File: src/hw/rtl/ntcvt_pkg.sv
// Shared types and constants for the NTC voltage to temperature core.
package ntcvt_pkg;

  // Log2 mantissa and fraction widths.
  localparam int unsigned MANT_W = 32;
  localparam int unsigned FRAC_W = 16;

  // Number of fractional log2 bits, one squaring step each.
  localparam int unsigned LOG_STEPS = 16;

  // Quotient bits produced by the divider, one per stage.
  localparam int unsigned QUO_W = 18;

  // ln(2) in Q16 and 273.15 K in 1/256 K.
  localparam logic [15:0] LN2_Q16 = 16'd45426;
  localparam logic [17:0] KELVIN_OFFSET = 18'd69926;
  localparam logic [17:0] TK_LIMIT = 18'd135461;
  localparam logic [17:0] TEMP_MAX = 18'd65535;

  // Result status codes.
  typedef enum logic [2:0] {
    ST_OK       = 3'd0,
    ST_DISABLED = 3'd1,
    ST_VOLTAGE  = 3'd2,
    ST_RESIST   = 3'd3,
    ST_SATURATE = 3'd4
  } status_e;

  // Register indexes on the configuration port.
  localparam logic [2:0] REG_ENABLE = 3'd0;
  localparam logic [2:0] REG_REF_V  = 3'd1;
  localparam logic [2:0] REG_FIX_R  = 3'd2;
  localparam logic [2:0] REG_LOAD_R = 3'd3;
  localparam logic [2:0] REG_NOM_R  = 3'd4;
  localparam logic [2:0] REG_BETA   = 3'd5;
  localparam logic [2:0] REG_NOM_T  = 3'd6;

endpackage

File: src/hw/rtl/ntcvt_log2_step.sv
// One squaring step of the fractional log2 computation.
module ntcvt_log2_step (
  input  logic [ntcvt_pkg::MANT_W-1:0] m_i,
  output logic [ntcvt_pkg::MANT_W-1:0] m_o,
  output logic                         bit_o
);

  logic [2*ntcvt_pkg::MANT_W-1:0] sq;

  // Square the mantissa and renormalize when it reaches two.
  assign sq    = m_i * m_i;
  assign bit_o = sq[2*ntcvt_pkg::MANT_W-1];
  assign m_o   = bit_o ? sq[2*ntcvt_pkg::MANT_W-1:ntcvt_pkg::MANT_W]
                       : sq[2*ntcvt_pkg::MANT_W-2:ntcvt_pkg::MANT_W-1];

endmodule

File: config.mk
export PLATFORM = sky130hd
export DESIGN_NAME = ntcvt_log2_step
export DESIGN_NICKNAME = d
export VERILOG_FILES = /design/src/hw/rtl/ntcvt_pkg.sv /design/src/hw/rtl/ntcvt_log2_step.sv
export SDC_FILE = /design/constraint.sdc
export NUM_CORES = 2
export LEC_CHECK = 0
export BUFFER_PORTS_ARGS = -buffer_cell sky130_fd_sc_hd__buf_2
export CAP_MARGIN = 10
export CORE_UTILIZATION = 50
export DETAILED_ROUTE_END_ITERATION = 16
export PLACE_DENSITY = 0.69
export SYNTH_ARGS = -nofsm -noshare
export SYNTH_HDL_FRONTEND = slang
export SYNTH_SLANG_ARGS = --single-unit
File: constraint.sdc
create_clock -name vclk -period 9.69
set_input_delay 0.969 -clock vclk [all_inputs]
set_output_delay 0.969 -clock vclk [all_outputs]
set_load 0.1 [all_outputs]
# After elaboration in Yosys (flattened, before gate mapping)
# Index checks and enable logic that the tools add are counted.
# totals
reg_bits,0
inputBits,32
out_inout_bits,33
# classes
mul,1
n_mux,1
# ops
op,count
$mul A32 B32 Y64,1
$mux W32,1

# Logic depth before layout (Yosys ltp)
# depth
depth_word,2
ltp_mapped,30
ltp_nobuf,26

# Least setup slack after synthesis
# No wires, ideal clock.
# synth_timing
path_type,input-to-output
from,input m_i[26] in the netlist's numbering
to,output m_o[6] in the netlist's numbering
arrival_ns,9.829
required_ns,8.721
slack_ns,-1.108
cell_stages,27
n_path_buf,4
path_cell_list,clkbuf_1 > clkbuf_1 > nand2_1 > fa_1 > fa_1 > inv_1 > fa_1 > inv_1 > fa_1 > inv_1 > fa_1 > fa_1 > fa_1 > inv_1 > fa_1 > inv_1 > ha_1 > clkbuf_1 > nand4_1 > o21bai_1 > o21ai_0 > nor2_1 > a21oi_4 > a31o_4 > nor2_4 > buf_4 > o21ai_0
# synth_between
elab_chain_len,2
# synth_rtl
element,line,text
from (decl),ntcvt_log2_step.sv:3,"input logic [ntcvt_pkg::MANT_W-1:0] m_i,"
$mul A32 B32 Y64,ntcvt_log2_step.sv:11,assign sq = m_i * m_i;
via bit_o,ntcvt_log2_step.sv:5,output logic bit_o
$mux W32,ntcvt_log2_step.sv:13,assign m_o = bit_o ? sq[2*ntcvt_pkg::MANT_W-1:ntcvt_pkg::MANT_W]
to (decl),ntcvt_log2_step.sv:4,"output logic [ntcvt_pkg::MANT_W-1:0] m_o,"
# The timed path passes the listed nets, and every way through them passes these cells.

# Final worst setup path
# layout_timing
from,input m_i[15] in the netlist's numbering
to,output m_o[29] in the netlist's numbering
# layout_between
elab_chain_len,2
# layout_rtl
element,line
$mul A32 B32 Y64,ntcvt_log2_step.sv:11
$mux W32,ntcvt_log2_step.sv:13
# No other way between the ends.

==> qor.yml <==
start_util_pct: 50.6
hold_path_class: "input port to primary output"
cp.arrival_ns: 8.58
area_delta_synth_final_pct: 11.3
finalInstanceArea_um2: 33200
antenna_found_initial: 0
yosysTopAreaCellShare_pct: 53.1
die_h_um: 246
instances_no_fill: 4137
die_area_um2: 60600
placedInstanceArea_um2: 32700
core_um2: 58900
num_rows: 89
routed_wl_mm: 75.2
first_global_vias: 23430
fin_tns_setup_ns: 0
routabilityCongestion: 0.932
syn_inst: 3236
grtUsageTotal_pct: 26.3
finalHoldViolations: 0
vias: 21292
synth_cell_types: 64
final_cell_mix: "inv_1, fa_1, nand2_1"
start_kind: "input port"
first_pass_iters: 5
grt_max_degree: 28
ant_nets: 0
period_share_pct: 98.5
crit_fanout: 9
layout.nets: 4488
drv_slew: 0
setup_violations: 0
multi_input_area_um2: 26000
drive_gt1_share_pct: 10.6
hp-start: "m_i[31]"
grt_overflow: 0
end_kind: "primary output"
status: "finished, final reports clean"
maxCapViolations: 0
port_buffers: 65
dr.first_iter.drc_count: 1242
synth_warnings: 0
dp_hpwl_mm: 66.5
mostFrequentLayoutCell: "inv_1"
post_drt_wl_per_cell_um: 18.2
yosysTopAreaCell: "fa_1"
fin_util_pct: 56.3
grt_pass1_wl_mm: 123
seqCellArea_um2: 0
startpoint: "m_i[15]"
dp.cells: 4132
nFillCells: 5144
ioPinCount: 65
viasPerCell: 5.15
netlist_area_um2: 29800
ys_top_cells_by_area: "fa_1, ha_1, inv_1"
slew-limit-headroom_pct: 60.5
tightest_slew_ns: 0.587
period_needed_ns: 9.55
max_clock_freq_mhz: 105
syn_avg_cell_area_um2: 9.21
critPathKind: "input port to primary output"
drc_errors: 0
seq_area_frac_synth_pct: 0
clock_buffers: 0
syn_nets: 4359
seq_cell_count: 0
worstPathRequired_ns: 8.72
chipWidth_um: 246
cells by family (layout without fill, tap and decap cells):
kind of cell               Yosys count  count (layout)  synth area share [%]
adders and majority gates         1091            1091                  65.7
and+or+nand+nor                    676             676                  11.1
other                                0               1                     0
buffers and inverters             1112            1239                  14.1
AOI/OAI and AO/OA                  250             250                  5.65
muxes                               32              32                  1.22
xor gates and xnor gates            75              75                  2.20
through the flow:
step | hold slack, ns | worst slack (ns)
after floorplan | 2.77 | -0.504
after global placement | 3.48 | -0.0293
after detailed placement | 3.47 | -0.0767
after CTS | 3.49 | 0.000643
after global routing | 3.56 | -0.0300
final | 3.48 | 0.145
final timing paths:
path / endpoint / depth (start not counted)
min: m_o[31] / 9
max: m_o[29] / 27
per-layer routing:
layer	wire (um)	vias to the layer above	track usage [%]
met3	5470	153	4.44
met5	0	-	0
met4	3790	0	11.0
li1	-	9681	-
met2	36700	720	44.1
met1	29300	10738	33.7
critical path, stage by stage:
cell and delay (ns):
clkbuf_4 0.21, buf_4 0.20, and2_1 0.21, fa_1 0.49, ha_1 0.32, a31o_2 0.27
fa_1 0.53, inv_1 0.05, fa_1 0.54, inv_1 0.06, fa_1 0.51, fa_1 0.58
fa_1 0.43, fa_1 0.45, ha_1 0.29, buf_4 0.16, a21oi_2 0.18, a21oi_1 0.10
nor2_2 0.15, a31oi_2 0.15, o311a_1 0.45, o21a_1 0.23, buf_4 0.16, o211ai_1 0.19
nand4_1 0.25, mux2i_4 0.24, buf_12 0.20
area by class of cell:
| class | instances | area share, % |
|---|---|---|
| well taps | 773 | 2.92 |
| repair buffers | 250 | 7.43 |
| multi-input cells | 2124 | 78.4 |
| inverters | 989 | 11.2 |
| diodes | 1 | 0.00754 |
what timing repair did:
| item | CTS | global route |
|---|---|---|
| endpoints found under the setup margin | 19 | 33 |
| buffers inserted | 0 | 3 |
| cloned | 0 | 1 |
| hold buffers | 0 | 0 |
| pin swaps | 0 | 7 |
| resized for setup | 9 | 95 |
Yosys cell counts (7+ instances only):
master / instances
nand3_1: 19
nand2_1: 301
o211ai_1: 7
o21ai_1: 9
nor3_1: 10
and2_1: 230
inv_1: 988
and3_1: 10
a21o_1: 30
xnor2_1: 42
a21oi_1: 76
a31oi_1: 8
o21a_1: 9
fa_1: 791
o21ai_0: 33
o21bai_1: 20
mux2_4: 8
ha_1: 300
clkbuf_1: 116
nor2_1: 59
xor2_1: 33
a31o_2: 12
mux2i_1: 22
nand4_1: 14
Power is not shown: default switching activity piles up to over one toggle a cycle in this logic, so the estimate is an artifact.
